<file path="src/rtl/ocu_pkg.sv">
`default_nettype none

package ocu_pkg;

   // iteration count of the sine/cosine unit
   localparam int CORDIC_STEPS    = 16;
   localparam int ANGLE_TABLE_LEN = 24;
   localparam int CORDIC_N        = (CORDIC_STEPS > ANGLE_TABLE_LEN) ?
                                    ANGLE_TABLE_LEN : CORDIC_STEPS;
   localparam int ITER_W          = $clog2(CORDIC_N);

   // datapath widths
   localparam int XY_W = 32;   // cordic x/y, Q2.30
   localparam int Z_W  = 26;   // cordic residual angle, Q16 degrees

   // angle and radius constants, 1/256 degree and Q.16
   localparam int FULL_TURN        = 92160;
   localparam int HALF_TURN        = 46080;
   localparam int QUARTER_TURN     = 23040;
   localparam int ELEV_CAP         = 23039;
   localparam int RADIUS_MAX       = 268435455;
   localparam int RADIUS_RESET     = 327680;
   localparam int GAIN_Q30         = 652032874;
   localparam int ELEV_LIMIT_RESET = 23014;
   localparam int MIN_RADIUS_RESET = 6554;

   // request operations
   localparam logic [1:0] OP_ROTATE = 2'd0;
   localparam logic [1:0] OP_ZOOM   = 2'd1;
   localparam logic [1:0] OP_SET    = 2'd2;

   // csr port
   localparam int CSR_IDX_W  = 2;
   localparam int CSR_DATA_W = 16;
   localparam logic [CSR_IDX_W-1:0] CSR_ELEV_LIMIT = 2'd0;
   localparam logic [CSR_IDX_W-1:0] CSR_MIN_RADIUS = 2'd1;

   // microprogram
   localparam int PC_W = 5;
   localparam logic [PC_W-1:0] PC_IDLE    = 5'd0;
   localparam logic [PC_W-1:0] PC_AZ_LOOP = 5'd6;
   localparam logic [PC_W-1:0] PC_EL_LOOP = 5'd9;

   typedef enum logic [4:0] {
      ACT_NOP,
      ACT_IDLE,
      ACT_LOAD,
      ACT_FIX,
      ACT_COMMIT,
      ACT_START_AZ,
      ACT_START_EL,
      ACT_ITER,
      ACT_SAVE_AZ,
      ACT_SAVE_EL,
      ACT_MUL_CE_SA,
      ACT_MUL_CE_CA,
      ACT_MUL_R_SE,
      ACT_MUL_SE_SA,
      ACT_MUL_SE_CA,
      ACT_MUL_R_P1,
      ACT_MUL_R_P2,
      ACT_EMIT
   } act_type;

   typedef enum logic [2:0] {
      BR_NEXT,
      BR_JUMP,
      BR_LOOP,
      BR_WAIT_REQ,
      BR_WAIT_OUT
   } br_type;

   typedef struct packed {
      act_type         act;
      br_type          br;
      logic [PC_W-1:0] target;
   } ctrl_type;

   typedef struct packed {
      logic req_fire;
      logic out_free;
      logic iter_last;
   } stat_type;

   // atan(2^-i) in Q16 degrees
   function automatic logic [21:0] atan_q16(input logic [4:0] idx);
      logic [21:0] v;
      unique case (idx)
         5'd0:    v = 22'd2949120;
         5'd1:    v = 22'd1740967;
         5'd2:    v = 22'd919879;
         5'd3:    v = 22'd466945;
         5'd4:    v = 22'd234379;
         5'd5:    v = 22'd117304;
         5'd6:    v = 22'd58666;
         5'd7:    v = 22'd29335;
         5'd8:    v = 22'd14668;
         5'd9:    v = 22'd7334;
         5'd10:   v = 22'd3667;
         5'd11:   v = 22'd1833;
         5'd12:   v = 22'd917;
         5'd13:   v = 22'd458;
         5'd14:   v = 22'd229;
         5'd15:   v = 22'd115;
         5'd16:   v = 22'd57;
         5'd17:   v = 22'd29;
         5'd18:   v = 22'd14;
         5'd19:   v = 22'd7;
         5'd20:   v = 22'd4;
         5'd21:   v = 22'd2;
         5'd22:   v = 22'd1;
         default: v = 22'd0;
      endcase
      return v;
   endfunction

   // control store
   function automatic ctrl_type ucode(input logic [PC_W-1:0] pc);
      ctrl_type cw;
      unique case (pc)
         5'd0:    cw = '{ACT_IDLE,      BR_WAIT_REQ, PC_IDLE};
         5'd1:    cw = '{ACT_LOAD,      BR_NEXT,     PC_IDLE};
         5'd2:    cw = '{ACT_FIX,       BR_NEXT,     PC_IDLE};
         5'd3:    cw = '{ACT_FIX,       BR_NEXT,     PC_IDLE};
         5'd4:    cw = '{ACT_COMMIT,    BR_NEXT,     PC_IDLE};
         5'd5:    cw = '{ACT_START_AZ,  BR_NEXT,     PC_IDLE};
         5'd6:    cw = '{ACT_ITER,      BR_LOOP,     PC_AZ_LOOP};
         5'd7:    cw = '{ACT_SAVE_AZ,   BR_NEXT,     PC_IDLE};
         5'd8:    cw = '{ACT_START_EL,  BR_NEXT,     PC_IDLE};
         5'd9:    cw = '{ACT_ITER,      BR_LOOP,     PC_EL_LOOP};
         5'd10:   cw = '{ACT_SAVE_EL,   BR_NEXT,     PC_IDLE};
         5'd11:   cw = '{ACT_MUL_CE_SA, BR_NEXT,     PC_IDLE};
         5'd12:   cw = '{ACT_MUL_CE_CA, BR_NEXT,     PC_IDLE};
         5'd13:   cw = '{ACT_MUL_R_SE,  BR_NEXT,     PC_IDLE};
         5'd14:   cw = '{ACT_MUL_SE_SA, BR_NEXT,     PC_IDLE};
         5'd15:   cw = '{ACT_MUL_SE_CA, BR_NEXT,     PC_IDLE};
         5'd16:   cw = '{ACT_MUL_R_P1,  BR_NEXT,     PC_IDLE};
         5'd17:   cw = '{ACT_MUL_R_P2,  BR_NEXT,     PC_IDLE};
         5'd18:   cw = '{ACT_EMIT,      BR_WAIT_OUT, PC_IDLE};
         default: cw = '{ACT_NOP,       BR_JUMP,     PC_IDLE};
      endcase
      return cw;
   endfunction

endpackage

`default_nettype wire

</file>
<file path="src/rtl/ocu_seq.sv">
`default_nettype none

module ocu_seq (
   input  logic              clock,
   input  logic              reset,
   input  ocu_pkg::stat_type stat,
   output ocu_pkg::ctrl_type ctrl
);

   logic [ocu_pkg::PC_W-1:0] pc_ff;
   logic [ocu_pkg::PC_W-1:0] pc_in;
   ocu_pkg::ctrl_type        cw;

   always_comb begin
      cw = ocu_pkg::ucode(pc_ff);
   end

   always_comb begin
      unique case (cw.br)
         ocu_pkg::BR_NEXT:     pc_in = pc_ff + ocu_pkg::PC_W'(1);
         ocu_pkg::BR_JUMP:     pc_in = cw.target;
         ocu_pkg::BR_LOOP:     pc_in = stat.iter_last ? pc_ff + ocu_pkg::PC_W'(1) : cw.target;
         ocu_pkg::BR_WAIT_REQ: pc_in = stat.req_fire ? pc_ff + ocu_pkg::PC_W'(1) : pc_ff;
         ocu_pkg::BR_WAIT_OUT: pc_in = stat.out_free ? cw.target : pc_ff;
         default:              pc_in = ocu_pkg::PC_IDLE;
      endcase
   end

   always_ff @(posedge clock) begin
      if (reset) begin
         pc_ff <= ocu_pkg::PC_IDLE;
      end else begin
         pc_ff <= pc_in;
      end
   end

   assign ctrl = cw;

endmodule

`default_nettype wire

</file>
<file path="src/rtl/ocu_cordic.sv">
`default_nettype none

module ocu_cordic (
   input  logic               clock,
   input  logic               reset,
   input  logic               start,
   input  logic               step,
   input  logic signed [17:0] angle,
   output logic signed [15:0] sin_q15,
   output logic signed [15:0] cos_q15,
   output logic               last
);

   logic signed [ocu_pkg::XY_W-1:0] x_ff, x_in, y_ff, y_in, x_sh, y_sh;
   logic signed [ocu_pkg::Z_W-1:0]  z_ff, z_in, z_start, atan_z;
   logic [ocu_pkg::ITER_W-1:0]      iter_ff, iter_in;
   logic                            flip_ff, flip_in, flip_start;
   logic signed [17:0]              a_half, a_quad;

   // Q2.30 to Q1.15 with round half up, clamp, optional negate
   function automatic logic signed [15:0] to_q15(input logic signed [ocu_pkg::XY_W-1:0] v,
                                                 input logic neg);
      logic signed [ocu_pkg::XY_W:0]    t;
      logic signed [ocu_pkg::XY_W-15:0] q;
      logic signed [15:0]               c;
      t = (ocu_pkg::XY_W+1)'(v) + (ocu_pkg::XY_W+1)'(16384);
      q = t[ocu_pkg::XY_W:15];
      if (q > (ocu_pkg::XY_W-14)'(32767)) begin
         q = (ocu_pkg::XY_W-14)'(32767);
      end else if (q < (ocu_pkg::XY_W-14)'(-32767)) begin
         q = (ocu_pkg::XY_W-14)'(-32767);
      end
      c = q[15:0];
      if (neg) begin
         c = -c;
      end
      return c;
   endfunction

   // fold the angle into [-90, 90] degrees, remembering a half-turn flip
   always_comb begin
      a_half = angle;
      if (angle > 18'(ocu_pkg::HALF_TURN)) begin
         a_half = angle - 18'(ocu_pkg::FULL_TURN);
      end else if (angle <= -18'(ocu_pkg::HALF_TURN)) begin
         a_half = angle + 18'(ocu_pkg::FULL_TURN);
      end
      a_quad     = a_half;
      flip_start = 1'b0;
      if (a_half > 18'(ocu_pkg::QUARTER_TURN)) begin
         a_quad     = a_half - 18'(ocu_pkg::HALF_TURN);
         flip_start = 1'b1;
      end else if (a_half < -18'(ocu_pkg::QUARTER_TURN)) begin
         a_quad     = a_half + 18'(ocu_pkg::HALF_TURN);
         flip_start = 1'b1;
      end
      z_start = ocu_pkg::Z_W'(a_quad) <<< 8;
   end

   assign x_sh   = x_ff >>> iter_ff;
   assign y_sh   = y_ff >>> iter_ff;
   assign atan_z = signed'(ocu_pkg::Z_W'(ocu_pkg::atan_q16(5'(iter_ff))));

   always_comb begin
      x_in    = x_ff;
      y_in    = y_ff;
      z_in    = z_ff;
      flip_in = flip_ff;
      iter_in = iter_ff;
      if (start) begin
         x_in    = ocu_pkg::XY_W'(ocu_pkg::GAIN_Q30);
         y_in    = '0;
         z_in    = z_start;
         flip_in = flip_start;
         iter_in = '0;
      end else if (step) begin
         if (!z_ff[ocu_pkg::Z_W-1]) begin
            x_in = x_ff - y_sh;
            y_in = y_ff + x_sh;
            z_in = z_ff - atan_z;
         end else begin
            x_in = x_ff + y_sh;
            y_in = y_ff - x_sh;
            z_in = z_ff + atan_z;
         end
         iter_in = iter_ff + ocu_pkg::ITER_W'(1);
      end
   end

   always_ff @(posedge clock) begin
      if (reset) begin
         iter_ff <= '0;
      end else begin
         iter_ff <= iter_in;
      end
   end

   always_ff @(posedge clock) begin
      x_ff    <= x_in;
      y_ff    <= y_in;
      z_ff    <= z_in;
      flip_ff <= flip_in;
   end

   assign last    = (iter_ff == ocu_pkg::ITER_W'(ocu_pkg::CORDIC_N - 1));
   assign sin_q15 = to_q15(y_ff, flip_ff);
   assign cos_q15 = to_q15(x_ff, flip_ff);

endmodule

`default_nettype wire

</file>
<file path="src/rtl/ocu_dpath.sv">
`default_nettype none

module ocu_dpath (
   input  logic               clock,
   input  logic               reset,
   input  ocu_pkg::ctrl_type  ctrl,
   input  logic [1:0]         op,
   input  logic signed [17:0] az_value,
   input  logic signed [17:0] el_value,
   input  logic signed [28:0] rad_delta,
   input  logic [14:0]        elev_lim,
   input  logic [15:0]        min_rad,
   input  logic signed [15:0] cor_sin,
   input  logic signed [15:0] cor_cos,
   output logic signed [17:0] cor_angle,
   output logic               out_free,
   output logic               rsp_valid,
   input  logic               rsp_ready,
   output logic signed [28:0] rsp_position_x,
   output logic signed [28:0] rsp_position_y,
   output logic signed [28:0] rsp_position_z,
   output logic signed [15:0] rsp_right_x,
   output logic               rsp_right_y,
   output logic signed [15:0] rsp_right_z,
   output logic signed [15:0] rsp_up_x,
   output logic signed [15:0] rsp_up_y,
   output logic signed [15:0] rsp_up_z,
   output logic [16:0]        rsp_azimuth_now,
   output logic signed [15:0] rsp_elevation_now,
   output logic [27:0]        rsp_radius_now
);

   // camera state
   logic [16:0]        az_ff, az_in;
   logic signed [15:0] el_ff, el_in;
   logic [27:0]        rad_ff, rad_in;
   // update scratch
   logic signed [18:0] taz_ff, taz_in, tel_ff, tel_in;
   logic signed [30:0] trad_ff, trad_in;
   // sines and cosines
   logic signed [15:0] sa_ff, sa_in, ca_ff, ca_in, se_ff, se_in, ce_ff, ce_in;
   // products
   logic signed [31:0] p1_ff, p1_in, p2_ff, p2_in;
   logic [58:0]        pxp_ff, pxp_in, pzp_ff, pzp_in;
   logic [43:0]        pyp_ff, pyp_in;
   logic [30:0]        uxp_ff, uxp_in, uzp_ff, uzp_in;
   logic signed [31:0] mul_a, mul_b;
   logic signed [63:0] mul_p;
   // limits
   logic signed [18:0] lim19, full19;
   logic signed [30:0] minr31, rmax31;
   // result
   logic               rsp_valid_ff, rsp_valid_in, rsp_load;
   logic [58:0]        px_sum, pz_sum;
   logic [43:0]        py_sum;
   logic [30:0]        ux_sum, uz_sum;
   logic signed [28:0] pos_x_ff, pos_y_ff, pos_z_ff;
   logic signed [15:0] right_x_ff, right_z_ff, up_x_ff, up_y_ff, up_z_ff;
   logic [16:0]        az_now_ff;
   logic signed [15:0] el_now_ff;
   logic [27:0]        rad_now_ff;

   assign lim19  = signed'({4'b0000, elev_lim});
   assign full19 = 19'(ocu_pkg::FULL_TURN);
   assign minr31 = signed'({15'b0, min_rad});
   assign rmax31 = 31'(ocu_pkg::RADIUS_MAX);

   // shared 32x32 signed multiplier
   always_comb begin
      mul_a = '0;
      mul_b = '0;
      case (ctrl.act)
         ocu_pkg::ACT_MUL_CE_SA: begin
            mul_a = 32'(ce_ff);
            mul_b = 32'(sa_ff);
         end
         ocu_pkg::ACT_MUL_CE_CA: begin
            mul_a = 32'(ce_ff);
            mul_b = 32'(ca_ff);
         end
         ocu_pkg::ACT_MUL_R_SE: begin
            mul_a = signed'({4'b0000, rad_ff});
            mul_b = 32'(se_ff);
         end
         ocu_pkg::ACT_MUL_SE_SA: begin
            mul_a = 32'(se_ff);
            mul_b = 32'(sa_ff);
         end
         ocu_pkg::ACT_MUL_SE_CA: begin
            mul_a = 32'(se_ff);
            mul_b = 32'(ca_ff);
         end
         ocu_pkg::ACT_MUL_R_P1: begin
            mul_a = signed'({4'b0000, rad_ff});
            mul_b = p1_ff;
         end
         ocu_pkg::ACT_MUL_R_P2: begin
            mul_a = signed'({4'b0000, rad_ff});
            mul_b = p2_ff;
         end
         default: begin
            mul_a = '0;
            mul_b = '0;
         end
      endcase
   end

   assign mul_p = 64'(mul_a) * 64'(mul_b);

   always_comb begin
      az_in   = az_ff;
      el_in   = el_ff;
      rad_in  = rad_ff;
      taz_in  = taz_ff;
      tel_in  = tel_ff;
      trad_in = trad_ff;
      sa_in   = sa_ff;
      ca_in   = ca_ff;
      se_in   = se_ff;
      ce_in   = ce_ff;
      p1_in   = p1_ff;
      p2_in   = p2_ff;
      pxp_in  = pxp_ff;
      pyp_in  = pyp_ff;
      pzp_in  = pzp_ff;
      uxp_in  = uxp_ff;
      uzp_in  = uzp_ff;
      case (ctrl.act)
         ocu_pkg::ACT_LOAD: begin
            if (op == ocu_pkg::OP_ROTATE) begin
               taz_in = signed'({2'b00, az_ff}) + 19'(az_value);
               tel_in = 19'(el_ff) + 19'(el_value);
            end else begin
               taz_in = 19'(az_value);
               tel_in = 19'(el_value);
            end
            trad_in = signed'({3'b000, rad_ff}) - 31'(rad_delta);
         end
         ocu_pkg::ACT_FIX: begin
            // one wrap correction per pass, clamps settle on the first
            if (taz_ff < 0) begin
               taz_in = taz_ff + full19;
            end else if (taz_ff >= full19) begin
               taz_in = taz_ff - full19;
            end
            if (tel_ff > lim19) begin
               tel_in = lim19;
            end else if (tel_ff < -lim19) begin
               tel_in = -lim19;
            end
            if (trad_ff < minr31) begin
               trad_in = minr31;
            end else if (trad_ff > rmax31) begin
               trad_in = rmax31;
            end
         end
         ocu_pkg::ACT_COMMIT: begin
            case (op) inside
               ocu_pkg::OP_ROTATE, ocu_pkg::OP_SET: begin
                  az_in = taz_ff[16:0];
                  el_in = tel_ff[15:0];
               end
               ocu_pkg::OP_ZOOM: begin
                  rad_in = trad_ff[27:0];
               end
               default: begin
                  rad_in = rad_ff;
               end
            endcase
         end
         ocu_pkg::ACT_SAVE_AZ: begin
            sa_in = cor_sin;
            ca_in = cor_cos;
         end
         ocu_pkg::ACT_SAVE_EL: begin
            se_in = cor_sin;
            ce_in = cor_cos;
         end
         ocu_pkg::ACT_MUL_CE_SA: p1_in  = mul_p[31:0];
         ocu_pkg::ACT_MUL_CE_CA: p2_in  = mul_p[31:0];
         ocu_pkg::ACT_MUL_R_SE:  pyp_in = mul_p[43:0];
         ocu_pkg::ACT_MUL_SE_SA: uxp_in = mul_p[30:0];
         ocu_pkg::ACT_MUL_SE_CA: uzp_in = mul_p[30:0];
         ocu_pkg::ACT_MUL_R_P1:  pxp_in = mul_p[58:0];
         ocu_pkg::ACT_MUL_R_P2:  pzp_in = mul_p[58:0];
         default: begin
            az_in = az_ff;
         end
      endcase
   end

   always_ff @(posedge clock) begin
      if (reset) begin
         az_ff  <= '0;
         el_ff  <= '0;
         rad_ff <= 28'(ocu_pkg::RADIUS_RESET);
      end else begin
         az_ff  <= az_in;
         el_ff  <= el_in;
         rad_ff <= rad_in;
      end
   end

   always_ff @(posedge clock) begin
      taz_ff  <= taz_in;
      tel_ff  <= tel_in;
      trad_ff <= trad_in;
      sa_ff   <= sa_in;
      ca_ff   <= ca_in;
      se_ff   <= se_in;
      ce_ff   <= ce_in;
      p1_ff   <= p1_in;
      p2_ff   <= p2_in;
      pxp_ff  <= pxp_in;
      pyp_ff  <= pyp_in;
      pzp_ff  <= pzp_in;
      uxp_ff  <= uxp_in;
      uzp_ff  <= uzp_in;
   end

   assign cor_angle = (ctrl.act == ocu_pkg::ACT_START_EL) ? 18'(el_ff) :
                      signed'({1'b0, az_ff});

   // round half up; sums wrap harmlessly above the kept bits
   assign px_sum = pxp_ff + 59'(2**29);
   assign pz_sum = pzp_ff + 59'(2**29);
   assign py_sum = pyp_ff + 44'(2**14);
   assign ux_sum = 31'(2**14) - uxp_ff;
   assign uz_sum = 31'(2**14) - uzp_ff;

   // output register frees the sequencer once the result is parked
   assign out_free     = !rsp_valid_ff || rsp_ready;
   assign rsp_load     = (ctrl.act == ocu_pkg::ACT_EMIT) && out_free;
   assign rsp_valid_in = rsp_load || (rsp_valid_ff && !rsp_ready);

   always_ff @(posedge clock) begin
      if (reset) begin
         rsp_valid_ff <= 1'b0;
      end else begin
         rsp_valid_ff <= rsp_valid_in;
      end
   end

   always_ff @(posedge clock) begin
      if (rsp_load) begin
         pos_x_ff   <= signed'(px_sum[58:30]);
         pos_y_ff   <= signed'(py_sum[43:15]);
         pos_z_ff   <= signed'(pz_sum[58:30]);
         right_x_ff <= -ca_ff;
         right_z_ff <= sa_ff;
         up_x_ff    <= signed'(ux_sum[30:15]);
         up_y_ff    <= ce_ff;
         up_z_ff    <= signed'(uz_sum[30:15]);
         az_now_ff  <= az_ff;
         el_now_ff  <= el_ff;
         rad_now_ff <= rad_ff;
      end
   end

   assign rsp_valid         = rsp_valid_ff;
   assign rsp_position_x    = pos_x_ff;
   assign rsp_position_y    = pos_y_ff;
   assign rsp_position_z    = pos_z_ff;
   assign rsp_right_x       = right_x_ff;
   assign rsp_right_y       = 1'b0;
   assign rsp_right_z       = right_z_ff;
   assign rsp_up_x          = up_x_ff;
   assign rsp_up_y          = up_y_ff;
   assign rsp_up_z          = up_z_ff;
   assign rsp_azimuth_now   = az_now_ff;
   assign rsp_elevation_now = el_now_ff;
   assign rsp_radius_now    = rad_now_ff;

endmodule

`default_nettype wire

</file>
<file path="src/rtl/orbit_camera_update_top.sv">
`default_nettype none

// Orbit camera around the origin: keeps azimuth, elevation and radius, applies one
// rotate, zoom or set-angles request at a time and returns the camera position, right
// and up vectors together with the new state. A microprogram of 19 steps runs a shared
// adder/clamp unit, a CORDIC unit doing one iteration per cycle, and one 32x32
// multiplier; most of a request's time goes to the two CORDIC passes (azimuth, then
// elevation). The result sits in an output register, so the block takes the next
// request while it waits. CSR writes (elevation limit, minimum radius) are accepted
// every cycle and should only be issued while no request is in flight.
module orbit_camera_update_top (
   input  logic                                clock,
   input  logic                                reset,
   input  logic                                req_valid,
   output logic                                req_ready,
   input  logic [1:0]                          req_operation,
   input  logic signed [17:0]                  req_azimuth_value,
   input  logic signed [17:0]                  req_elevation_value,
   input  logic signed [28:0]                  req_radius_delta,
   output logic                                rsp_valid,
   input  logic                                rsp_ready,
   output logic signed [28:0]                  rsp_position_x,
   output logic signed [28:0]                  rsp_position_y,
   output logic signed [28:0]                  rsp_position_z,
   output logic signed [15:0]                  rsp_right_x,
   output logic                                rsp_right_y,
   output logic signed [15:0]                  rsp_right_z,
   output logic signed [15:0]                  rsp_up_x,
   output logic signed [15:0]                  rsp_up_y,
   output logic signed [15:0]                  rsp_up_z,
   output logic [16:0]                         rsp_azimuth_now,
   output logic signed [15:0]                  rsp_elevation_now,
   output logic [27:0]                         rsp_radius_now,
   input  logic                                csr_valid,
   output logic                                csr_ready,
   input  logic [ocu_pkg::CSR_IDX_W-1:0]       csr_index,
   input  logic [ocu_pkg::CSR_DATA_W-1:0]      csr_wdata
);

   logic [14:0]        elev_limit_ff, elev_limit_in, elev_lim_eff;
   logic [15:0]        min_radius_ff, min_radius_in, min_rad_eff;
   logic [1:0]         op_ff, op_in;
   logic signed [17:0] az_val_ff, az_val_in, el_val_ff, el_val_in;
   logic signed [28:0] rad_dlt_ff, rad_dlt_in;
   logic               req_fire, out_free, cor_last;
   logic signed [17:0] cor_angle;
   logic signed [15:0] cor_sin, cor_cos;
   ocu_pkg::ctrl_type  ctrl;
   ocu_pkg::stat_type  stat;

   // csr registers
   assign csr_ready = 1'b1;

   always_comb begin
      elev_limit_in = elev_limit_ff;
      min_radius_in = min_radius_ff;
      if (csr_valid && csr_ready) begin
         case (csr_index)
            ocu_pkg::CSR_ELEV_LIMIT: elev_limit_in = csr_wdata[14:0];
            ocu_pkg::CSR_MIN_RADIUS: min_radius_in = csr_wdata[15:0];
            default:                 elev_limit_in = elev_limit_ff;
         endcase
      end
   end

   always_ff @(posedge clock) begin
      if (reset) begin
         elev_limit_ff <= 15'(ocu_pkg::ELEV_LIMIT_RESET);
         min_radius_ff <= 16'(ocu_pkg::MIN_RADIUS_RESET);
      end else begin
         elev_limit_ff <= elev_limit_in;
         min_radius_ff <= min_radius_in;
      end
   end

   assign elev_lim_eff = (elev_limit_ff > 15'(ocu_pkg::ELEV_CAP)) ?
                         15'(ocu_pkg::ELEV_CAP) : elev_limit_ff;
   assign min_rad_eff  = (min_radius_ff == '0) ? 16'd1 : min_radius_ff;

   // request capture
   assign req_ready = (ctrl.act == ocu_pkg::ACT_IDLE);
   assign req_fire  = req_valid && req_ready;

   always_comb begin
      op_in      = req_fire ? req_operation       : op_ff;
      az_val_in  = req_fire ? req_azimuth_value   : az_val_ff;
      el_val_in  = req_fire ? req_elevation_value : el_val_ff;
      rad_dlt_in = req_fire ? req_radius_delta    : rad_dlt_ff;
   end

   always_ff @(posedge clock) begin
      op_ff      <= op_in;
      az_val_ff  <= az_val_in;
      el_val_ff  <= el_val_in;
      rad_dlt_ff <= rad_dlt_in;
   end

   assign stat = '{req_fire: req_fire, out_free: out_free, iter_last: cor_last};

   ocu_seq u_seq (
      .clock (clock),
      .reset (reset),
      .stat  (stat),
      .ctrl  (ctrl)
   );

   ocu_cordic u_cordic (
      .clock   (clock),
      .reset   (reset),
      .start   ((ctrl.act == ocu_pkg::ACT_START_AZ) || (ctrl.act == ocu_pkg::ACT_START_EL)),
      .step    (ctrl.act == ocu_pkg::ACT_ITER),
      .angle   (cor_angle),
      .sin_q15 (cor_sin),
      .cos_q15 (cor_cos),
      .last    (cor_last)
   );

   ocu_dpath u_dpath (
      .clock             (clock),
      .reset             (reset),
      .ctrl              (ctrl),
      .op                (op_ff),
      .az_value          (az_val_ff),
      .el_value          (el_val_ff),
      .rad_delta         (rad_dlt_ff),
      .elev_lim          (elev_lim_eff),
      .min_rad           (min_rad_eff),
      .cor_sin           (cor_sin),
      .cor_cos           (cor_cos),
      .cor_angle         (cor_angle),
      .out_free          (out_free),
      .rsp_valid         (rsp_valid),
      .rsp_ready         (rsp_ready),
      .rsp_position_x    (rsp_position_x),
      .rsp_position_y    (rsp_position_y),
      .rsp_position_z    (rsp_position_z),
      .rsp_right_x       (rsp_right_x),
      .rsp_right_y       (rsp_right_y),
      .rsp_right_z       (rsp_right_z),
      .rsp_up_x          (rsp_up_x),
      .rsp_up_y          (rsp_up_y),
      .rsp_up_z          (rsp_up_z),
      .rsp_azimuth_now   (rsp_azimuth_now),
      .rsp_elevation_now (rsp_elevation_now),
      .rsp_radius_now    (rsp_radius_now)
   );

endmodule

`default_nettype wire

</file>
<file path="config.mk">
export PLATFORM = sky130hd
export DESIGN_NAME = orbit_camera_update_top
export DESIGN_NICKNAME = d
export VERILOG_FILES = /design/src/rtl/ocu_pkg.sv /design/src/rtl/ocu_seq.sv /design/src/rtl/ocu_cordic.sv /design/src/rtl/ocu_dpath.sv /design/src/rtl/orbit_camera_update_top.sv
export SDC_FILE = /design/constraint.sdc
export NUM_CORES = 2
export LEC_CHECK = 0
export BUFFER_PORTS_ARGS = -buffer_cell sky130_fd_sc_hd__buf_4
export CORE_MARGIN = 1
export CORE_UTILIZATION = 35
export DETAILED_ROUTE_END_ITERATION = 16
export PLACE_DENSITY = 0.56
export SYNTH_ARGS = -nofsm -noshare
export SYNTH_HDL_FRONTEND = slang
export SYNTH_SLANG_ARGS = --single-unit
</file>
<file path="constraint.sdc">
create_clock -name clock -period 19.4 [get_ports clock]
set_clock_uncertainty 0.05 [all_clocks]
set_input_delay 1.94 -clock clock [delete_from_list [all_inputs] [get_ports clock]]
set_output_delay 1.94 -clock clock [all_outputs]
set_load 0.05 [all_outputs]
</file>
# ---- Word level (Yosys, flattened, before mapping)
# Memories as Yosys holds them, arrays and structs flattened. A register that Yosys moved wholly into a read port is not among the register bits.
# Index checks and enable logic that the tools add are counted.
dict set report totals {
  out_inout_bits 232
  ff_bits 909
  in_bits 90
  wordCells 190
  rom_bits 736
  mem_count 2
}
dict set report op_classes {
  eq_ne 30
  mux 40
  n_lt_le_gt_ge 15
  n_bitwise 1
  mul 1
  shifts 2
  addsub 28
  reduce_logical 29
}
# name words word_bits read_ports rd_clocked_by_memory_dff wr line
set memory_table {}
lappend memory_table {{(no name shown)} 32 12 1 1 0 ocu_pkg.sv:120} ;# unique case (pc)
lappend memory_table {{(no name shown)} 16 22 1 1 0 ocu_pkg.sv:88} ;# unique case (idx)
# operator n
set op_table {}
lappend op_table {{32-bit case mux with 5 select lines} 1}
lappend op_table {{59-bit by 30-bit adder with 59-bit output (second input constant)} 2}
lappend op_table {{19-bit 2-to-1 mux} 6}
lappend op_table {{16-bit 2-to-1 mux} 7}
lappend op_table {{32-bit case mux with 3 select lines} 1}
lappend op_table {{18-bit 2-to-1 mux} 5}
lappend op_table {{26-bit 2-to-1 mux} 3}
lappend op_table {{19-bit case mux with 2 select lines} 2}
lappend op_table {{32-bit by 16-bit adder with 33-bit output (second input constant)} 2}
lappend op_table {{32-bit adder} 2}
lappend op_table {{32-bit 2-to-1 mux} 2}
lappend op_table {{32-bit by 4-bit >>> shifter with 32-bit output} 2}
lappend op_table {{32-bit subtractor} 2}
lappend op_table {{31-bit 2-to-1 mux} 2}
lappend op_table {{31-bit case mux with 2 select lines} 1}
lappend op_table {{15-bit by 31-bit subtractor with 31-bit output (first input constant)} 2}
lappend op_table {{32-bit by 32-bit multiplier with 59-bit output} 1}
lappend op_table {{18-bit by 16-bit greater-than comparator with 1-bit output (second input constant)} 3}
lappend op_table {{18-bit by 16-bit < comparator with 1-bit output (second input constant)} 3}
lappend op_table {{16-bit negator} 3}
lappend op_table {{44-bit by 15-bit adder with 44-bit output (second input constant)} 1}
lappend op_table {{5-bit by 4-bit equality test with 1-bit output (second input constant)} 8}
lappend op_table {{31-bit by 29-bit greater-than comparator with 1-bit output (second input constant)} 1}
lappend op_table {{31-bit by 17-bit < comparator with 1-bit output} 1}
lappend op_table {{51 further kinds} 83}

# ---- Logic depth before layout (Yosys ltp)
dict set report depth {
  depth_word 9
  mapped_depth 40
  ltp_nobuf 35
}

# ---- Modules after synthesis
# A second synthesis with hierarchy kept.
dict set report hier_totals {
  cells_unflattened 8410
  area_unflattened_um2 82177.6
}
# module cells_each seq_area_each_um2 area_per_inst_um2 instances
set modules_own_cells {}
lappend modules_own_cells {ocu_dpath 5825 18537.8 60585.6 1}
lappend modules_own_cells {ocu_cordic 2221 2532.4 17107.7 1}
lappend modules_own_cells {orbit_camera_update_top 234 2632.5 3422.0 1}
lappend modules_own_cells {ocu_seq 130 300.3 1062.3 1}

# ---- Worst setup path after synthesis
# No wires, ideal clock.
dict set report synth_timing {
  path_type {input to register}
  start {input port rsp_ready}
  end {register u_dpath.az_now_ff[0], in the netlist u_dpath.rsp_azimuth_now[0], enable pin}
  setup_slack_ps -208
  path_stages 2
  setup_time_ps 1141
  arrival_time_ps 18417
  required_ps 18209
  path_buffers 0
  cell_sequence {nor2b_1 -> nor3b_1}
}
dict set report synth_between {
  elab_chain_len 2
}
# item line
set synth_rtl {}
lappend synth_rtl {{from (decl)} orbit_camera_update_top.sv:21} ;# input logic rsp_ready,
lappend synth_rtl {{1-bit logical OR} ocu_dpath.sv:232} ;# assign out_free = !rsp_valid_ff || rsp_ready;
lappend synth_rtl {{1-bit logical AND} ocu_dpath.sv:233} ;# assign rsp_load = (ctrl.act == ocu_pkg::ACT_EMIT) && out_free;
lappend synth_rtl {{via u_dpath.rsp_load} ocu_dpath.sv:53} ;# logic rsp_valid_ff, rsp_valid_in, rsp_load;
lappend synth_rtl {{to (signal assigned)} ocu_dpath.sv:254} ;# az_now_ff <= az_ff;
lappend synth_rtl {{to (decl)} ocu_dpath.sv:59} ;# logic [16:0] az_now_ff;
# The timed path passes the listed nets, and every way through them passes these cells.
# A chain may end at the register's enable or synchronous reset.

# ---- Final worst setup path
dict set report layout_timing {
  start {register u_seq.ctrl[11] (netlist name)}
  end {register u_dpath.pzp_ff[56], data pin}
}
dict set report layout_between {
  elab_chain_len 4
  elab_cells_between_ends 15
  cone_classes {mul (1); eq/ne (7); mux (2); reduce/logical (5)}
}
# item line
set layout_rtl {}
lappend layout_rtl {{5-bit by 4-bit equality test with 1-bit output or 5-bit equality test (tied branches)} ocu_dpath.sv:72} ;# case (ctrl.act)
lappend layout_rtl {{3-bit OR reduction (no source line) or 2-bit OR reduction (tied branches)} -}
lappend layout_rtl {{32-bit case mux with 3 select lines or 32-bit case mux with 5 select lines (tied branches)} ocu_dpath.sv:72}
lappend layout_rtl {{32-bit by 32-bit multiplier with 59-bit output *} ocu_dpath.sv:108} ;# assign mul_p = 64'(mul_a) * 64'(mul_b);
lappend layout_rtl {{via u_dpath.mul_p[56]} ocu_dpath.sv:48} ;# logic signed [63:0] mul_p;
lappend layout_rtl {{to (signal assigned)} ocu_dpath.sv:216} ;# pzp_ff <= pzp_in;
lappend layout_rtl {{to (decl)} ocu_dpath.sv:44} ;# logic [58:0] pxp_ff, pxp_in, pzp_ff, pzp_in;
# The timed path passes the listed nets; every way through them passes the cells marked *.

==> metrics.md <==
| Metric | Value |
|---|---|
| Routed Antenna Nets | 0 |
| Ys Warns | 0 |
| Syn_area_per_cell | 9.891 sq um |
| CP Capture Type | flip-flop |
| Routability cong. | 0.9536 |
| DR DRC count | 0 |
| Initial Util | 0.3533 |
| Core ar. | 0.2282 sq mm |
| Aggregate global-route resource usage | 0.2152 |
| Post-Syn Instances | 8149 |
| Largest net degree at the start of global routing | 82 |
| Max-cap violations | 0 |
| H-Tree Level Count | 3 |
| Synth-to-Final Area Change | 11.29% |
| Number of port buffers | 319 |
| Slew headroom | 0.07741 |
| Post-DR wirelength/cell | 21.94 microns |
| TritonCTS Buffers | 100 |
| DP HPWL | 195100 microns |
| Vias in the first global route | 60880 |
| Fraction of layout cells with a size suffix above 1 | 0.09234 |
| Placed Instance Area | 0.08636 sq mm |
| First-pass GRT wire length | 378600 microns |
| Final instance area | 0.08970 sq mm |
| Net Count, Synth | between 9000 and 10000 |
| Final TNS setup | 0 ns |
| Drt total wl | 250200 microns |
| Crit-path slowest cell | a221o_1 |
| Power Density | 65.54 mW/mm^2 |
| Highest Clock Rate | 78.52 MHz |
| Most frequent cells in the layout | inv_1 (1107), nand2_1 (1024), fa_1 (978), nor2_1 (780), edfxtp_1 (662) |
| Tcrit/Tclk final | 0.6565 |
| # IOs | around 320 |
| CP delay by family, top | compound AO/OA/AOI/OAI gates |
| Worst EP required | 19.96 ns |
| Netlist Area Pre-Place | 0.08060 sq mm |
| Vias | between 60000 and 70000 |
| Max Slew Vio Count | 0 |
| RSZ-0062 raised after global routing | no |
| DRT Pass-1 Iters | 6 |
| Seq/Total Area, Yosys | 0.2978 |
| Nets@finish | 9787 |
| TritonCTS clock tree | yes |
| Max VDD drop | 79.26 uV |
| Hold Crit Class | flip-flop to flip-flop |
| GRT Residual Overflow | 0 |
| CP Data Arrival Time | 13.29 ns |
| Die Y | 481.9 microns |
| Number of flops mapped to enable cells by yosys | 662 |
| Clk buf depth | 3 |
| Post_cts resized | 0 |
| Minimum clock period | around 13 ns |
| Clk Latency, worst-skew pair | 0.79 ns |
| Clock sink count | 868 |
| Most common cell after layout, fill and taps aside | inv_1 |
| Routed vias/inst | 5.290 |
| Setup Buffers After CTS | 0 |
| Num rows | between 150 and 200 |
| Top FF cell, synth | edfxtp_1 |
| Crit path largest cell delay | around 1.1 ns |
| Crit path kind | flip-flop to flip-flop |
| Critical path's most frequent cell | fa_1 |
| Clock root buffer | clkbuf_16 |
| CTS Hold Bufs | 0 |
| #FFs+latches synth | approximately 870 |
| Critical path startpoint category | flip-flop |
| Chip Width | just under 500 microns |
| Initial antenna violation count | 6 |
| Crit-path max FO | 33 |
| Hold_ws | 0.4159 ns |
| Die area | 0.2322 sq mm |
| CP Buf/Inv Count | 9 |
| Setup violators final | 0 |
| Clock transition at path regs | 0.06 ns |
| Status | completed |
| Iteration-0 DRC count of the detailed router | 5013 |
| Leakage power | a little under 40 nW |
| Post-synth cell types | 100 |
| Ys async rst share | 0 |
| Final hold violations | 0 |
| Worst Max-Slew Pin Slew | about 1.4 ns |
## logic make-up after synthesis
| family | Yosys count | share of synthesized area |
|---|---|---|
| XOR/XNOR | 484 | 0.05269 |
| flip-flops | 868 | 0.2978 |
| buffers and inverters | 1492 | 0.07161 |
| other | 2 | 0.00009317 |
| AND/OR/NAND/NOR | 2501 | 0.1363 |
| adder cells (fa/ha/maj) | 1386 | 0.3062 |
| multiplexers | 185 | 0.03713 |
| AO/OA/AOI/OAI | 1231 | 0.09817 |
## cell usage after synthesis, types with 40 or more instances
| master | instances | share of area |
|---|---|---|
| inv_1 | 1108 | 0.052 |
| nand2_1 | 1024 | 0.048 |
| fa_1 | 978 | 0.24 |
| nor2_1 | 789 | 0.037 |
| edfxtp_1 | 662 | 0.25 |
| ha_1 | 408 | 0.063 |
| a21oi_1 | 403 | 0.025 |
| clkbuf_1 | 321 | 0.015 |
| xnor2_1 | 288 | 0.031 |
| o21ai_0 | 225 | 0.014 |
| dfxtp_1 | 206 | 0.051 |
| xor2_1 | 195 | 0.021 |
| nand3_1 | 134 | 0.0083 |
| nor3_1 | 107 | 0.0066 |
| a21o_1 | 101 | 0.0094 |
| and3_1 | 86 | 0.0067 |
| mux2i_1 | 67 | 0.0083 |
| o21a_1 | 61 | 0.0057 |
| a31oi_1 | 57 | 0.0044 |
| nor2b_1 | 50 | 0.0039 |
| and2_1 | 48 | 0.0037 |
| nor4_1 | 47 | 0.0036 |
| nand2b_1 | 46 | 0.0036 |
| a211oi_1 | 44 | 0.0041 |
| mux4_2 | 41 | 0.011 |
| mux2_2 | 40 | 0.0056 |
## final cells by class
cell class / instances / area (sq um)
antenna: 4 / 10.01
timing repair buffer: 441 / 3311
multi-input combinational: 5789 / 51100
clock inverter: 64 / 685.7
fill: 22322 / 138500
tap: 3009 / 3765
clock buffer: 120 / 2650
sequential: 868 / 24010
inverter: 1111 / 4170
## state kept, by name, indices dropped and copies added, names as in the netlist, 30 cells and up
| name | flops |
|---|---|
| u_dpath.p2_ff | 32 |
| u_cordic.y_ff | 32 |
| u_dpath.trad_ff | 30 |
| u_dpath.uzp_ff | 31 |
| u_dpath.uxp_ff | 31 |
| u_dpath.pyp_ff | 30 |
| u_dpath.pxp_ff | 30 |
| u_dpath.p1_ff | 32 |
| u_cordic.x_ff | 32 |
| u_dpath.pzp_ff | 30 |
## layer usage
layer | vias to the layer above | GRT usage | part of all wire
li1 | 27440 | - | -
met4 | 2 | 0.08147 | 0.044
met2 | 2261 | 0.3525 | 0.47
met5 | - | 0 | 0.000080
met3 | 426 | 0.04068 | 0.074
met1 | 30204 | 0.2810 | 0.42
## path summary, 6_finish.rpt
check,startpoint,endpoint,slack [ns],cells after the start
setup reg to reg,u_seq.ctrl[11],u_dpath.pzp_ff[56],6.66,36
setup / recovery,u_seq.ctrl[11],u_dpath.pzp_ff[56],6.66,36
hold / removal,u_cordic.z_ff[6],u_cordic.z_ff[6],0.42,2
hold reg to reg,u_cordic.z_ff[6],u_cordic.z_ff[6],0.42,2
## metrics by stage
step | power [W] | cells | util | setup slack (ns)
6_report | 0.005879 | 11406 | 0.3932 | 6.665
5_1_grt | 0.006193 | 11403 | 0.3931 | 6.164
4_1_cts | 0.005914 | 11402 | 0.3931 | 6.753
3_5_place_dp | 0.003967 | 11218 | 0.3785 | 6.857
3_3_place_gp | 0.003941 | 11218 | 0.3785 | 6.850
2_1_floorplan | 0.003540 | 8149 | - | 7.723
## report_power, final
part	switching, W	leakage [nW]	internal [W]
registers	0.000168	7.77	0.00215
logic	0.000955	29.3	0.000682
clock network	0.000851	1.57	0.00107
## tightest hold or removal path: cells and delay by family (launching register included)
family	cells	cell delay, ns
flops	1	0.33
compound gates	1	0.06
simple gates	1	0.05
No activity file was read; power rests on OpenSTA's default activity.
